--- src/hdl/assert_macros.svh ---
// Assertion macros shared by the Hammersley point generator RTL.
`ifndef ASSERT_MACROS_SVH
`define ASSERT_MACROS_SVH

`ifndef ASSERT_OFF

// Checks a property on every rising clock edge outside reset.
`define HPS_ASSERT(lbl, clk, rst, prop, msg) \
   lbl: assert property (@(posedge clk) disable iff (rst) (prop)) else $error(msg);

// Checks that a condition implies a consequence in the same cycle.
`define HPS_ASSERT_SAME(lbl, clk, rst, cond, cons, msg) \
   lbl: assert property (@(posedge clk) disable iff (rst) (cond) |-> (cons)) else $error(msg);

// Checks that a condition implies a consequence in the next cycle.
`define HPS_ASSERT_NEXT(lbl, clk, rst, cond, cons, msg) \
   lbl: assert property (@(posedge clk) disable iff (rst) (cond) |=> (cons)) else $error(msg);

`else

`define HPS_ASSERT(lbl, clk, rst, prop, msg)
`define HPS_ASSERT_SAME(lbl, clk, rst, cond, cons, msg)
`define HPS_ASSERT_NEXT(lbl, clk, rst, cond, cons, msg)

`endif

`endif

--- src/hdl/hps_pkg.sv ---
// Types, widths and constant tables of the Hammersley point generator.
package hps_pkg;

   localparam int INDEX_BITS = 16;
   localparam int FRAC_BITS  = 32;
   localparam int MAX_DIMS   = 11;

   localparam int NPRIMES    = 10;
   localparam int BIDX_W     = $clog2(NPRIMES);
   localparam int BASE_W     = 5;
   localparam int DIM_W      = 4;
   localparam int NPTS_W     = 17;
   localparam int COORD_W    = 32;
   localparam int CSR_DATA_W = 32;
   localparam int CSR_ADDR_W = 3;

   // Point index plus one, digit numerator and denominator widths.
   localparam int IDX_W      = INDEX_BITS + 1;
   localparam int DEN_W      = IDX_W + BASE_W;
   localparam int REM_W      = DEN_W + 1;
   localparam int CNT_W      = $clog2(FRAC_BITS);

   // Digit extraction divides by the base through a scaled reciprocal.
   localparam int RECIP_SHIFT = IDX_W + 1;
   localparam longint unsigned RECIP_SCALE = longint'(1) << RECIP_SHIFT;
   localparam int PROD_W     = IDX_W + RECIP_SHIFT;

   localparam logic [0:0] CSR_NUM_POINTS = 1'b0;
   localparam logic [0:0] CSR_NUM_DIMS   = 1'b1;

   localparam logic [NPTS_W-1:0] NUM_POINTS_RESET = NPTS_W'(1);
   localparam logic [DIM_W-1:0]  NUM_DIMS_RESET   = DIM_W'(2);

   localparam logic [BASE_W-1:0] PRIME [NPRIMES] = '{
      5'd2, 5'd3, 5'd5, 5'd7, 5'd11, 5'd13, 5'd17, 5'd19, 5'd23, 5'd29
   };

   localparam logic [RECIP_SHIFT-1:0] RECIP [NPRIMES] = '{
      RECIP_SHIFT'(RECIP_SCALE / 2),  RECIP_SHIFT'(RECIP_SCALE / 3),
      RECIP_SHIFT'(RECIP_SCALE / 5),  RECIP_SHIFT'(RECIP_SCALE / 7),
      RECIP_SHIFT'(RECIP_SCALE / 11), RECIP_SHIFT'(RECIP_SCALE / 13),
      RECIP_SHIFT'(RECIP_SCALE / 17), RECIP_SHIFT'(RECIP_SCALE / 19),
      RECIP_SHIFT'(RECIP_SCALE / 23), RECIP_SHIFT'(RECIP_SCALE / 29)
   };

   typedef struct packed {
      logic start;
      logic setup;
      logic dig_a;
      logic dig_b;
      logic div_step;
      logic emit;
   } hps_cmd_type;

   typedef struct packed {
      logic axis0;
      logic digits_done;
      logic last_dim;
      logic out_free;
   } hps_stat_type;

endpackage

--- src/hdl/hps_ctrl.sv ---
// Sequencer of the Hammersley point generator: steps each coordinate.
`include "assert_macros.svh"

module hps_ctrl (
   input  logic                  clock,
   input  logic                  reset,
   input  logic                  req_valid,
   output logic                  req_ready,
   input  hps_pkg::hps_stat_type stat,
   output hps_pkg::hps_cmd_type  cmd
);
   import hps_pkg::*;

   typedef enum logic [2:0] {
      ST_IDLE,
      ST_SETUP,
      ST_DIG_A,
      ST_DIG_B,
      ST_DIV,
      ST_EMIT
   } state_type;

   state_type        state_ff;
   state_type        state_in;
   logic [CNT_W-1:0] bit_cnt_ff;
   logic [CNT_W-1:0] bit_cnt_in;

   assign req_ready = (state_ff == ST_IDLE);

   always_comb begin
      cmd        = '0;
      state_in   = state_ff;
      bit_cnt_in = bit_cnt_ff;
      unique case (state_ff)
         ST_IDLE: begin
            if (req_valid) begin
               cmd.start = 1'b1;
               state_in  = ST_SETUP;
            end
         end
         ST_SETUP: begin
            cmd.setup  = 1'b1;
            bit_cnt_in = CNT_W'(FRAC_BITS - 1);
            state_in   = stat.axis0 ? ST_DIV : ST_DIG_A;
         end
         ST_DIG_A: begin
            cmd.dig_a = 1'b1;
            state_in  = ST_DIG_B;
         end
         ST_DIG_B: begin
            cmd.dig_b = 1'b1;
            state_in  = stat.digits_done ? ST_DIV : ST_DIG_A;
         end
         ST_DIV: begin
            cmd.div_step = 1'b1;
            if (bit_cnt_ff == '0) begin
               state_in = ST_EMIT;
            end else begin
               bit_cnt_in = bit_cnt_ff - CNT_W'(1);
            end
         end
         ST_EMIT: begin
            if (stat.out_free) begin
               cmd.emit = 1'b1;
               state_in = stat.last_dim ? ST_IDLE : ST_SETUP;
            end
         end
         default: begin
            state_in = ST_IDLE;
         end
      endcase
   end

   always_ff @(posedge clock) begin
      if (reset) begin
         state_ff   <= ST_IDLE;
         bit_cnt_ff <= '0;
      end else begin
         state_ff   <= state_in;
         bit_cnt_ff <= bit_cnt_in;
      end
   end

   `HPS_ASSERT_NEXT(a_start_to_setup, clock, reset, cmd.start, state_ff == ST_SETUP,
      "accepted request did not move to setup")
   `HPS_ASSERT_NEXT(a_div_end, clock, reset, state_ff == ST_DIV && bit_cnt_ff == '0,
      state_ff == ST_EMIT, "division did not end after the last quotient bit")
   `HPS_ASSERT_NEXT(a_digits_to_div, clock, reset, cmd.dig_b && stat.digits_done,
      state_ff == ST_DIV && bit_cnt_ff == CNT_W'(FRAC_BITS - 1),
      "division did not start with a full bit count")

endmodule

--- src/hdl/hps_datapath.sv ---
// Datapath of the Hammersley point generator: digits, division, result register.
`include "assert_macros.svh"

module hps_datapath (
   input  logic                            clock,
   input  logic                            reset,
   input  hps_pkg::hps_cmd_type            cmd,
   output hps_pkg::hps_stat_type           stat,
   input  logic [hps_pkg::NPTS_W-1:0]      num_points,
   input  logic [hps_pkg::DIM_W-1:0]       num_dims,
   input  logic [hps_pkg::INDEX_BITS-1:0]  req_point_number,
   output logic                            rsp_valid,
   input  logic                            rsp_ready,
   output logic [hps_pkg::DIM_W-1:0]       rsp_dim_index,
   output logic [hps_pkg::COORD_W-1:0]     rsp_coordinate,
   output logic                            rsp_last
);
   import hps_pkg::*;

   logic [INDEX_BITS-1:0]  p_ff;
   logic [DIM_W-1:0]       dims_ff;
   logic [DIM_W-1:0]       dim_ff;
   logic [IDX_W-1:0]       i_ff;
   logic [REM_W-1:0]       rem_ff;
   logic [DEN_W-1:0]       den_ff;
   logic [FRAC_BITS-1:0]   quot_ff;
   logic                   sat_ff;
   logic [PROD_W-1:0]      prod_ff;
   logic [DEN_W-1:0]       rb_ff;
   logic [DEN_W-1:0]       denb_ff;
   logic                   rsp_valid_ff;
   logic [DIM_W-1:0]       rsp_dim_ff;
   logic [COORD_W-1:0]     rsp_coord_ff;
   logic                   rsp_last_ff;

   logic [NPTS_W-1:0]      n_eff;
   logic [DIM_W-1:0]       dims_eff;
   logic [DIM_W-1:0]       dim_m1;
   logic [BIDX_W-1:0]      bidx;
   logic [BASE_W-1:0]      base;
   logic [IDX_W-1:0]       q_est;
   logic [IDX_W-1:0]       qb;
   logic [IDX_W-1:0]       r_est;
   logic                   corr;
   logic [IDX_W-1:0]       r_fix;
   logic [BASE_W-1:0]      digit;
   logic [IDX_W-1:0]       q_fix;
   logic [REM_W-1:0]       rem2;
   logic                   ge;
   logic [NPTS_W:0]        axis_num;
   logic [NPTS_W:0]        axis_den;
   logic [FRAC_BITS-1:0]   coord_val;

   // Zero counts act as one; dimension count saturates at its maximum.
   assign n_eff    = (num_points == '0) ? NPTS_W'(1) : num_points;
   assign dims_eff = (num_dims == '0) ? DIM_W'(1) :
                     (num_dims > DIM_W'(MAX_DIMS)) ? DIM_W'(MAX_DIMS) : num_dims;

   assign dim_m1 = dim_ff - DIM_W'(1);
   assign bidx   = (dim_m1 > DIM_W'(NPRIMES - 1)) ? BIDX_W'(NPRIMES - 1) : dim_m1[BIDX_W-1:0];
   assign base   = PRIME[bidx];

   // Quotient estimate from the reciprocal is at most one low.
   assign q_est = prod_ff[PROD_W-1:RECIP_SHIFT];
   assign qb    = q_est * IDX_W'(base);
   assign r_est = i_ff - qb;
   assign corr  = (r_est >= IDX_W'(base));
   assign r_fix = corr ? (r_est - IDX_W'(base)) : r_est;
   assign digit = r_fix[BASE_W-1:0];
   assign q_fix = q_est + IDX_W'(corr);

   assign rem2 = {rem_ff[REM_W-2:0], 1'b0};
   assign ge   = (rem2 >= REM_W'(den_ff));

   assign axis_num = {1'b0, p_ff, 1'b1} ;
   assign axis_den = {n_eff, 1'b0};

   assign coord_val = sat_ff ? '1 : quot_ff;

   assign stat.axis0       = (dim_ff == '0);
   assign stat.digits_done = (q_fix == '0);
   assign stat.last_dim    = (dim_ff == dims_ff - DIM_W'(1));
   assign stat.out_free    = !rsp_valid_ff || rsp_ready;

   always_ff @(posedge clock) begin
      if (cmd.start) begin
         p_ff    <= req_point_number;
         dims_ff <= dims_eff;
         dim_ff  <= '0;
      end else if (cmd.emit) begin
         dim_ff  <= dim_ff + DIM_W'(1);
      end

      if (cmd.setup) begin
         if (dim_ff == '0) begin
            rem_ff <= REM_W'(axis_num);
            den_ff <= DEN_W'(axis_den);
            sat_ff <= (axis_num >= axis_den);
         end else begin
            rem_ff <= '0;
            den_ff <= DEN_W'(1);
            sat_ff <= 1'b0;
         end
         i_ff <= IDX_W'(p_ff) + IDX_W'(1);
      end else if (cmd.dig_b) begin
         i_ff   <= q_fix;
         rem_ff <= REM_W'(rb_ff + DEN_W'(digit));
         den_ff <= denb_ff;
      end else if (cmd.div_step) begin
         rem_ff  <= ge ? (rem2 - REM_W'(den_ff)) : rem2;
         quot_ff <= {quot_ff[FRAC_BITS-2:0], ge};
      end

      if (cmd.dig_a) begin
         prod_ff <= PROD_W'(i_ff) * PROD_W'(RECIP[bidx]);
         rb_ff   <= rem_ff[DEN_W-1:0] * DEN_W'(base);
         denb_ff <= den_ff * DEN_W'(base);
      end

      if (cmd.emit) begin
         rsp_dim_ff   <= dim_ff;
         rsp_coord_ff <= COORD_W'(coord_val);
         rsp_last_ff  <= stat.last_dim;
      end
   end

   always_ff @(posedge clock) begin
      if (reset) begin
         rsp_valid_ff <= 1'b0;
      end else if (cmd.emit) begin
         rsp_valid_ff <= 1'b1;
      end else if (rsp_ready) begin
         rsp_valid_ff <= 1'b0;
      end
   end

   assign rsp_valid      = rsp_valid_ff;
   assign rsp_dim_index  = rsp_dim_ff;
   assign rsp_coordinate = rsp_coord_ff;
   assign rsp_last       = rsp_last_ff;

   `HPS_ASSERT_SAME(a_digit_range, clock, reset, cmd.dig_b, r_fix < IDX_W'(base),
      "corrected digit is not below the base")
   `HPS_ASSERT_SAME(a_div_precond, clock, reset, cmd.div_step && !sat_ff,
      rem_ff < REM_W'(den_ff), "division remainder reached the denominator")
   `HPS_ASSERT_SAME(a_no_overwrite, clock, reset, cmd.emit, !rsp_valid_ff || rsp_ready,
      "result register loaded while its result was still pending")

endmodule

--- src/hdl/hammersley_point_generator.sv ---
// Top level of the Hammersley point generator: control registers and submodules.
//
// A request carries a point number p on req_point_number and is accepted when
// req_valid and req_ready are both high. The block answers with one result per
// dimension on the rsp_ channel, in dimension order, with rsp_last on the final
// one. Dimension 0 is (2p+1)/(2n); dimension d is the radical inverse of p+1 in
// the d-th prime base, all as unsigned 0.32 fractions, truncated.
// Each coordinate runs through one shared restoring divider, one quotient bit
// per cycle. Dimension 0 goes from setup straight to the division; dimension d
// first takes a DIG_A and a DIG_B step for each base digit of p+1. One point is
// worked on at a time; req_ready rises again as soon as the last result is
// loaded into the output register. If the receiver holds rsp_ready low, the
// finished result waits in the output register and the next coordinate is
// computed, then held until that register frees. Synchronous reset clears the
// sequencer and the output valid and sets num_points to 1 and num_dims to 2.
// Registers are written over the APB port at 0x0 (num_points) and 0x4
// (num_dims); the user must write them only while the block is idle, which the
// block itself does not enforce.
module hammersley_point_generator (
   input  logic                               clock,
   input  logic                               reset,
   input  logic                               psel,
   input  logic                               penable,
   input  logic                               pwrite,
   input  logic [hps_pkg::CSR_ADDR_W-1:0]     paddr,
   input  logic [hps_pkg::CSR_DATA_W-1:0]     pwdata,
   output logic [hps_pkg::CSR_DATA_W-1:0]     prdata,
   output logic                               pready,
   input  logic                               req_valid,
   output logic                               req_ready,
   input  logic [hps_pkg::INDEX_BITS-1:0]     req_point_number,
   output logic                               rsp_valid,
   input  logic                               rsp_ready,
   output logic [hps_pkg::DIM_W-1:0]          rsp_dim_index,
   output logic [hps_pkg::COORD_W-1:0]        rsp_coordinate,
   output logic                               rsp_last
);
   import hps_pkg::*;

   logic [NPTS_W-1:0] num_points_ff;
   logic [DIM_W-1:0]  num_dims_ff;
   logic              csr_wr;
   logic [0:0]        csr_index;
   hps_cmd_type       cmd;
   hps_stat_type      stat;

   assign pready    = 1'b1;
   assign csr_wr    = psel && penable && pwrite;
   assign csr_index = paddr[2:2];

   always_ff @(posedge clock) begin
      if (reset) begin
         num_points_ff <= NUM_POINTS_RESET;
         num_dims_ff   <= NUM_DIMS_RESET;
      end else if (csr_wr) begin
         unique case (csr_index)
            CSR_NUM_POINTS: num_points_ff <= pwdata[NPTS_W-1:0];
            CSR_NUM_DIMS:   num_dims_ff   <= pwdata[DIM_W-1:0];
            default: begin
            end
         endcase
      end
   end

   always_comb begin
      unique case (csr_index)
         CSR_NUM_POINTS: prdata = CSR_DATA_W'(num_points_ff);
         CSR_NUM_DIMS:   prdata = CSR_DATA_W'(num_dims_ff);
         default:        prdata = '0;
      endcase
   end

   hps_ctrl u_ctrl (
      .clock     (clock),
      .reset     (reset),
      .req_valid (req_valid),
      .req_ready (req_ready),
      .stat      (stat),
      .cmd       (cmd)
   );

   hps_datapath u_datapath (
      .clock            (clock),
      .reset            (reset),
      .cmd              (cmd),
      .stat             (stat),
      .num_points       (num_points_ff),
      .num_dims         (num_dims_ff),
      .req_point_number (req_point_number),
      .rsp_valid        (rsp_valid),
      .rsp_ready        (rsp_ready),
      .rsp_dim_index    (rsp_dim_index),
      .rsp_coordinate   (rsp_coordinate),
      .rsp_last         (rsp_last)
   );

endmodule

--- config.mk ---
export PLATFORM = sky130hd
export DESIGN_NAME = hammersley_point_generator
export DESIGN_NICKNAME = d
export VERILOG_FILES = /design/src/hdl/hps_pkg.sv /design/src/hdl/hps_ctrl.sv /design/src/hdl/hps_datapath.sv /design/src/hdl/hammersley_point_generator.sv
export VERILOG_INCLUDE_DIRS = /design/src /design/src/hdl
export SDC_FILE = /design/constraint.sdc
export NUM_CORES = 2
export LEC_CHECK = 0
export BUFFER_PORTS_ARGS = -buffer_cell sky130_fd_sc_hd__buf_4
export CAP_MARGIN = 20
export CORE_ASPECT_RATIO = 0.9
export CORE_MARGIN = 1.5
export CORE_UTILIZATION = 55
export DETAILED_ROUTE_END_ITERATION = 12
export PLACE_DENSITY = 0.77
export REMOVE_ABC_BUFFERS = 1
export SYNTH_ARGS = -nofsm -noshare
export SYNTH_HDL_FRONTEND = slang
export SYNTH_SLANG_ARGS = --single-unit
export TNS_END_PERCENT = 20
--- constraint.sdc ---
create_clock -name clock -period 11.6 [get_ports clock]
set_clock_uncertainty 0.05 [all_clocks]
set_input_delay 0.58 -clock clock [delete_from_list [all_inputs] [get_ports clock]]
set_output_delay 0.58 -clock clock [all_outputs]
set_load 0.05 [all_outputs]
# Word-level counts from Yosys, hierarchy flattened
# Memories as Yosys holds them, arrays and structs flattened.
# Index checks and enable logic that the tools add are counted.
[classes]
shifts = 0
mul = 4
n_reduce_logical = 20
n_addsub = 10
n_mux = 38
n_eq_ne = 10
order_cmp = 6
bitwise = 4
n_div = 0
[ops]
columns = ["cell", "count"]
rows = [
  ["two-way mux 22 bit", 6],
  ["two-way mux 17 bit", 4],
  ["case mux 32 bit (2 select lines)", 1],
  ["two-way mux 18 bit", 3],
  ["multiplier 22 x 5 -> 22 bit", 2],
  ["multiplier 17 x 18 -> 35 bit", 1],
  ["logical NOT 17 bit", 2],
  ["greater-or-equal comparator 23 x 22 -> 1 bit", 1],
  ["adder 22 x 5 -> 22 bit", 1],
  ["subtractor 22 bit", 1],
  ["two-way mux 5 bit", 4],
  ["greater-or-equal comparator 17 x 18 -> 1 bit", 1],
  ["case mux 3 bit (6 select lines)", 1],
  ["adder 16 x 1 -> 17 bit, second input constant", 1],
  ["adder 17 x 1 -> 17 bit", 1],
  ["greater-or-equal comparator 17 x 5 -> 1 bit", 1],
  ["multiplier 17 x 5 -> 17 bit", 1],
  ["subtractor 17 bit", 1],
  ["two-way mux 3 bit", 5],
  ["two-way mux 1 bit", 11],
  ["case mux 5 bit (2 select lines)", 1],
  ["greater-than comparator 4 bit, second input constant", 2],
  ["logical NOT 4 bit", 2],
  ["two-way mux 4 bit", 2],
  ["other kinds (23)", 36],
]
[totals]
latch_bits = 0
ff_bits = 264
output_inout_bits = 72
in_bits = 58
mem_count = 2
ram_bits = 0
romBits = 368
[mem_list]
columns = ["memory", "words", "width", "rd", "rd_ports_with_merged_regs", "wr", "line", "source"]
rows = [
  ["(name not given)", 16, 18, 1, 0, 0, "hps_datapath.sv:115", "prod_ff <= PROD_W'(i_ff) * PROD_W'(RECIP[bidx]);"],
  ["(name not given)", 16, 5, 1, 0, 0, "hps_datapath.sv:61", "assign base = PRIME[bidx];"],
]

# Depth between registers and ports, before layout
[depth]
word_depth = 14
depth_mapped = 48

# Modules after synthesis
# From an unflattened synthesis, not the netlist that was laid out.
[unflattened]
hier_cells = 3148
area_unflattened_um2 = 29876.2
[by_module_without_submodules]
columns = ["module", "seq_area_each_um2", "n_inst", "area_per_inst_um2", "cells_each"]
rows = [
  ["hps_datapath", 6466.2, 1, 28174.5, 2964],
  ["hammersley_point_generator", 420.4, 1, 1209.9, 127],
  ["hps_ctrl", 160.2, 1, 491.7, 57],
]

# Worst setup path before layout
# OpenSTA, ideal clock, no wires.
[synth_path]
path_type = "reg2reg"
startpoint = "register u_datapath.dim_ff[1]"
endpoint = "register u_datapath.rem_ff[15] (data pin)"
arrival_ps = 9294
setup_ps = 325
t_required_ps = 11225
stages_incl_launch_ff = 45
slack_ps = 1931
path_cell_list = "dfxtp_1 -> inv_1 -> ha_1 -> buf_2 -> xnor2_1 -> clkbuf_1 -> o21ai_0 -> a21oi_1 -> inv_1 -> ha_1 -> nand2_1 -> o21ai_0 -> o32a_1 -> clkbuf_1 -> clkbuf_1 -> nand2_1 -> fa_1 -> fa_1 -> (+9 left out) -> ha_1 -> o21ai_0 -> a21oi_1 -> nor4_1 -> o2111ai_1 -> nor4_4 -> nand4_4 -> mux2_4 -> ha_1 -> a21o_1 -> a21oi_1 -> o21bai_1 -> a21oi_1 -> nor4bb_1 -> nand2_1 -> xor2_1 -> a2bb2oi_1 -> o21ai_0"
[synth_via]
elab_chain_cells = 14
elab_cells_between_ends = 17
[synth_lines]
columns = ["element", "line", "source"]
rows = [
  ["start: declaration", "hps_datapath.sv:22", "logic [DIM_W-1:0] dim_ff;"],
  ["start signal: assignment", "hps_datapath.sv:91", "dim_ff <= dim_ff + DIM_W'(1);"],
  ["subtractor 4 x 1 -> 4 bit", "hps_datapath.sv:59", "assign dim_m1 = dim_ff - DIM_W'(1);"],
  ["greater-than comparator 4 bit", "hps_datapath.sv:60", "assign bidx = (dim_m1 > DIM_W'(NPRIMES - 1)) ? BIDX_W'(NPRIMES - 1) : dim_m1[BIDX_W-1:0];"],
  ["two-way mux 4 bit", "hps_datapath.sv:60", ""],
  ["NOT 4 -> 5 bit (not written as such)", "hps_datapath.sv:61", ""],
  ["memory read (16 x 5 bit)", "n/a", ""],
  ["two-way mux 5 bit (not written as such) (2 in series)", "hps_datapath.sv:61", ""],
  ["multiplier 17 x 5 -> 17 bit", "hps_datapath.sv:65", "assign qb = q_est * IDX_W'(base);"],
  ["subtractor 17 bit", "hps_datapath.sv:66", "assign r_est = i_ff - qb;"],
  ["greater-or-equal comparator 17 x 5 -> 1 bit / subtractor 5 bit (equally long branches)", "hps_datapath.sv:67, hps_datapath.sv:68", ""],
  ["two-way mux 5 bit", "hps_datapath.sv:68", "assign r_fix = corr ? (r_est - IDX_W'(base)) : r_est;"],
  ["adder 22 x 5 -> 22 bit", "hps_datapath.sv:107", "rem_ff <= REM_W'(rb_ff + DEN_W'(digit));"],
  ["two-way mux 22 bit", "hps_datapath.sv:105", "end else if (cmd.dig_b) begin"],
  ["two-way mux 22 bit *", "hps_datapath.sv:94", "if (cmd.setup) begin"],
  ["end signal: assignment", "hps_datapath.sv:96", "rem_ff <= REM_W'(axis_num);"],
  ["end signal: assignment", "hps_datapath.sv:107", ""],
  ["end signal: assignment", "hps_datapath.sv:110", "rem_ff <= ge ? (rem2 - REM_W'(den_ff)) : rem2;"],
  ["end: declaration", "hps_datapath.sv:24", "logic [REM_W-1:0] rem_ff;"],
]
# Mark *: on every way between the ends. The rest lies on a longest branch, timed or not. The select of a mux whose other input is x is not followed.
# A chain may end at the register's enable or synchronous reset.

# Worst setup path after layout
[layout_path]
startpoint = "register u_datapath.dim_ff[1]"
endpoint = "register u_datapath.rem_ff[14] (data pin)"
# Same word-level chain as after synthesis.

==> qor.yml <==
outcome: "complete, no violations"
end_kind: "register"
fin_crit_ns: 10.78
ctsHoldBuffers: 0
ys_ff_latch: 246
synth_top_cells_by_area: "fa_1, edfxtp_1, ha_1, inv_1, nand2_1"
overflow: 0
cts_root_buf: "clkbuf_16"
cts.reportedPaths.clkPinSlew_ns: 0.07
drtIter0Drc: 2039
viasPerCell: 5.752
numCtsBuffers: 25
crit_top_cell: "inv_1"
htree_levels: 1
synth.cells.most_frequent: "inv_1, nand2_1, fa_1"
cp_num_cells: 43
synth_top_cell_area_share: 0.2653
cts_max_path_buffers: 3
async_flop_share: 0
antenna_found_initial: 0
yosysSeqAreaShare: 0.2352
maxCapViolCount: 0
worst_path_largest_cell_delay_ns: 0.63
drtAntennaViolNets: 0
critPathRequiredTime_ns: 11.81
cts_sinks: 246
worstSkewPairLatency_ns: 0.55
place_congestion: 0.9405
antenna_cells: 0
finalSetupViolCount: 0
routed_wl_microns: 74100
track_usage: 0.2700
grt_max_degree: 66
max_freq_ghz: 0.09281
crit_family: "adder cells"
ys_types: 91
tightest_slew_ns: 1.124
maxSlewHeadroom: 0.2470
reg2reg_from: "u_datapath.dim_ff[1]"
final_net_count: 3915
rsz0062_at_grt: "false"
start_kind: "register"
yosys.cell_count.top_type: "inv_1"
endpoint: "u_datapath.rem_ff[14]"
cts_tree: "yes"
ff2ff_setup_slack_ns: 0.82
dp_hpwl_microns: 55410
syn_area_sq_mm: 0.02996
cts_resized: 0
synth_top_area_cell: "fa_1"
syn_inst: 3198
drc_errors: 0
ff2ff_path_depth: 43
grt_pass1_vias: 22580
synth_edf_count: 212
grt_pass1_wl_microns: 120400
syn_to_final_growth_pct: 7.559
cp.arrival_ns: 10.98
die_w_microns: 249.0
timing_hold_violations_final: 0
vias: 22640
postLayoutCoreUtil: 0.6029
io_pins: 130
cts_setup_buffers: 0
crit_path_top_delay_cell: "dfxtp_1"
synth_ff_type: "edfxtp_1"
dieArea_sq_mm: 0.05588
row_count: 80
fill_cells: 4508
drive_gt1_frac: 0.07932
ys_warn_count: 0
syn_avg_cell_area_sq_um: 9.368
crit_buf_inv: 8
start_util: 0.5605
die_height_microns: 224.4
wl_per_cell_microns: 18.82
critPathMaxFanout: 26
finalCritPeriodShare: 0.9289
path_class: "reg2reg"
slew_viol_final: 0
io_buffer_count: 96
finalSetupTns_ns: 0
r2r-end: "u_datapath.rem_ff[14]"
hold_class: "in2reg"
critical_path.startpoint: "u_datapath.dim_ff[1]"
dr.pass1.iters: 7
core_area_sq_mm: 0.05345
per-layer routing:
metal	track usage	vias to the layer above	wire length [microns]	share of wire
met5	0	-	0	0
met4	0.06511	0	1973	0.027
met3	0.03935	144	6495	0.088
met2	0.4353	967	33820	0.46
met1	0.3867	11210	31810	0.43
li1	-	10330	-	-
metrics by stage:
stage               area, sq um  setup WS, ns  hold slack, ns  cells
CTS                       32180         1.094          0.1355   3935
detailed placement        31290         1.109          0.3746   3890
global placement          31260         1.128          0.3706   3887
global route              32220        0.1487          0.1354   3937
finish                    32220        0.8247          0.1524   3937
floorplan                 29360         1.201          0.3674   3059
state kept, by name (all words and copies together) (netlist names), 5 cells and up:
signal                     flops
num_points_ff                 17
u_ctrl.bit_cnt_ff              5
u_datapath.den_ff             22
u_datapath.denb_ff            22
u_datapath.i_ff               17
u_datapath.p_ff               16
u_datapath.prod_ff            17
u_datapath.quot_ff            32
u_datapath.rb_ff              22
u_datapath.rem_ff             22
u_datapath.rsp_coordinate     32
area by class of cell:
| type | count | area [sq um] | share of cell area |
|---|---|---|---|
| multi-input combinational | 2313 | 20480 | 0.6356 |
| sequential | 246 | 7047 | 0.2187 |
| inverter | 500 | 1877 | 0.05824 |
| timing repair buffer | 136 | 1055 | 0.03273 |
| tap | 697 | 872.1 | 0.02706 |
| clock buffer | 33 | 738.2 | 0.02291 |
| clock inverter | 12 | 152.6 | 0.004737 |
cells by family after synthesis:
logic type                 after synthesis  share of synthesized area
AOI/OAI and AO/OA                      392                    0.08416
muxes                                   30                    0.01082
other                                    2                  0.0002507
DFF                                    246                     0.2352
and+or+nand+nor                       1077                     0.1712
adders and majority gates              635                     0.3647
xor gates and xnor gates               163                    0.04924
buffers and inverters                  653                    0.08445
cell usage in the layout, fill, tap and decap left out, types with 23 or more instances in the layout:
master / Yosys / layout
inv_1: 498 / 498
nor2b_1: 26 / 26
ha_1: 238 / 238
o21ai_0: 69 / 69
nor2_1: 161 / 159
or2_2: 42 / 42
edfxtp_1: 212 / 212
dfxtp_1: 34 / 34
and2_1: 139 / 139
mux2i_1: 23 / 23
nand2_1: 482 / 482
clkbuf_16: 0 / 27
and3_1: 34 / 34
nand3_1: 40 / 40
fa_1: 397 / 397
buf_4: 18 / 132
a21oi_1: 138 / 138
xor2_1: 59 / 59
nor3_1: 55 / 55
xnor2_1: 100 / 100
a21o_1: 31 / 31
how the worst min path moves through the flow:
stage	startpoint	endpoint	slack, ns	cells after the start
CTS	req_point_number[10]	u_datapath.p_ff[10]	0.14	1
floorplan	u_datapath.quot_ff[9]	u_datapath.quot_ff[10]	0.37	0
global placement	u_datapath.quot_ff[10]	u_datapath.quot_ff[11]	0.37	0
finish	req_point_number[10]	u_datapath.p_ff[10]	0.15	1
detailed placement	u_datapath.quot_ff[4]	u_datapath.quot_ff[5]	0.37	0
global route	req_point_number[13]	u_datapath.p_ff[13]	0.14	1
worst reg2reg max path: cells and delay by family, from the launching register on:
| kind | cells | cell delay, ns |
|---|---|---|
| fa+ha+maj | 9 | 3.30 |
| simple gates | 11 | 2.64 |
| compound gates | 12 | 2.18 |
| buf+inv | 8 | 1.12 |
| flops | 1 | 0.63 |
| xor+xnor | 2 | 0.35 |
| mux | 1 | 0.22 |
Power is left out: the tool's default activity adds up to more than one toggle a clock period on the data nets, which glitch-free logic cannot reach.
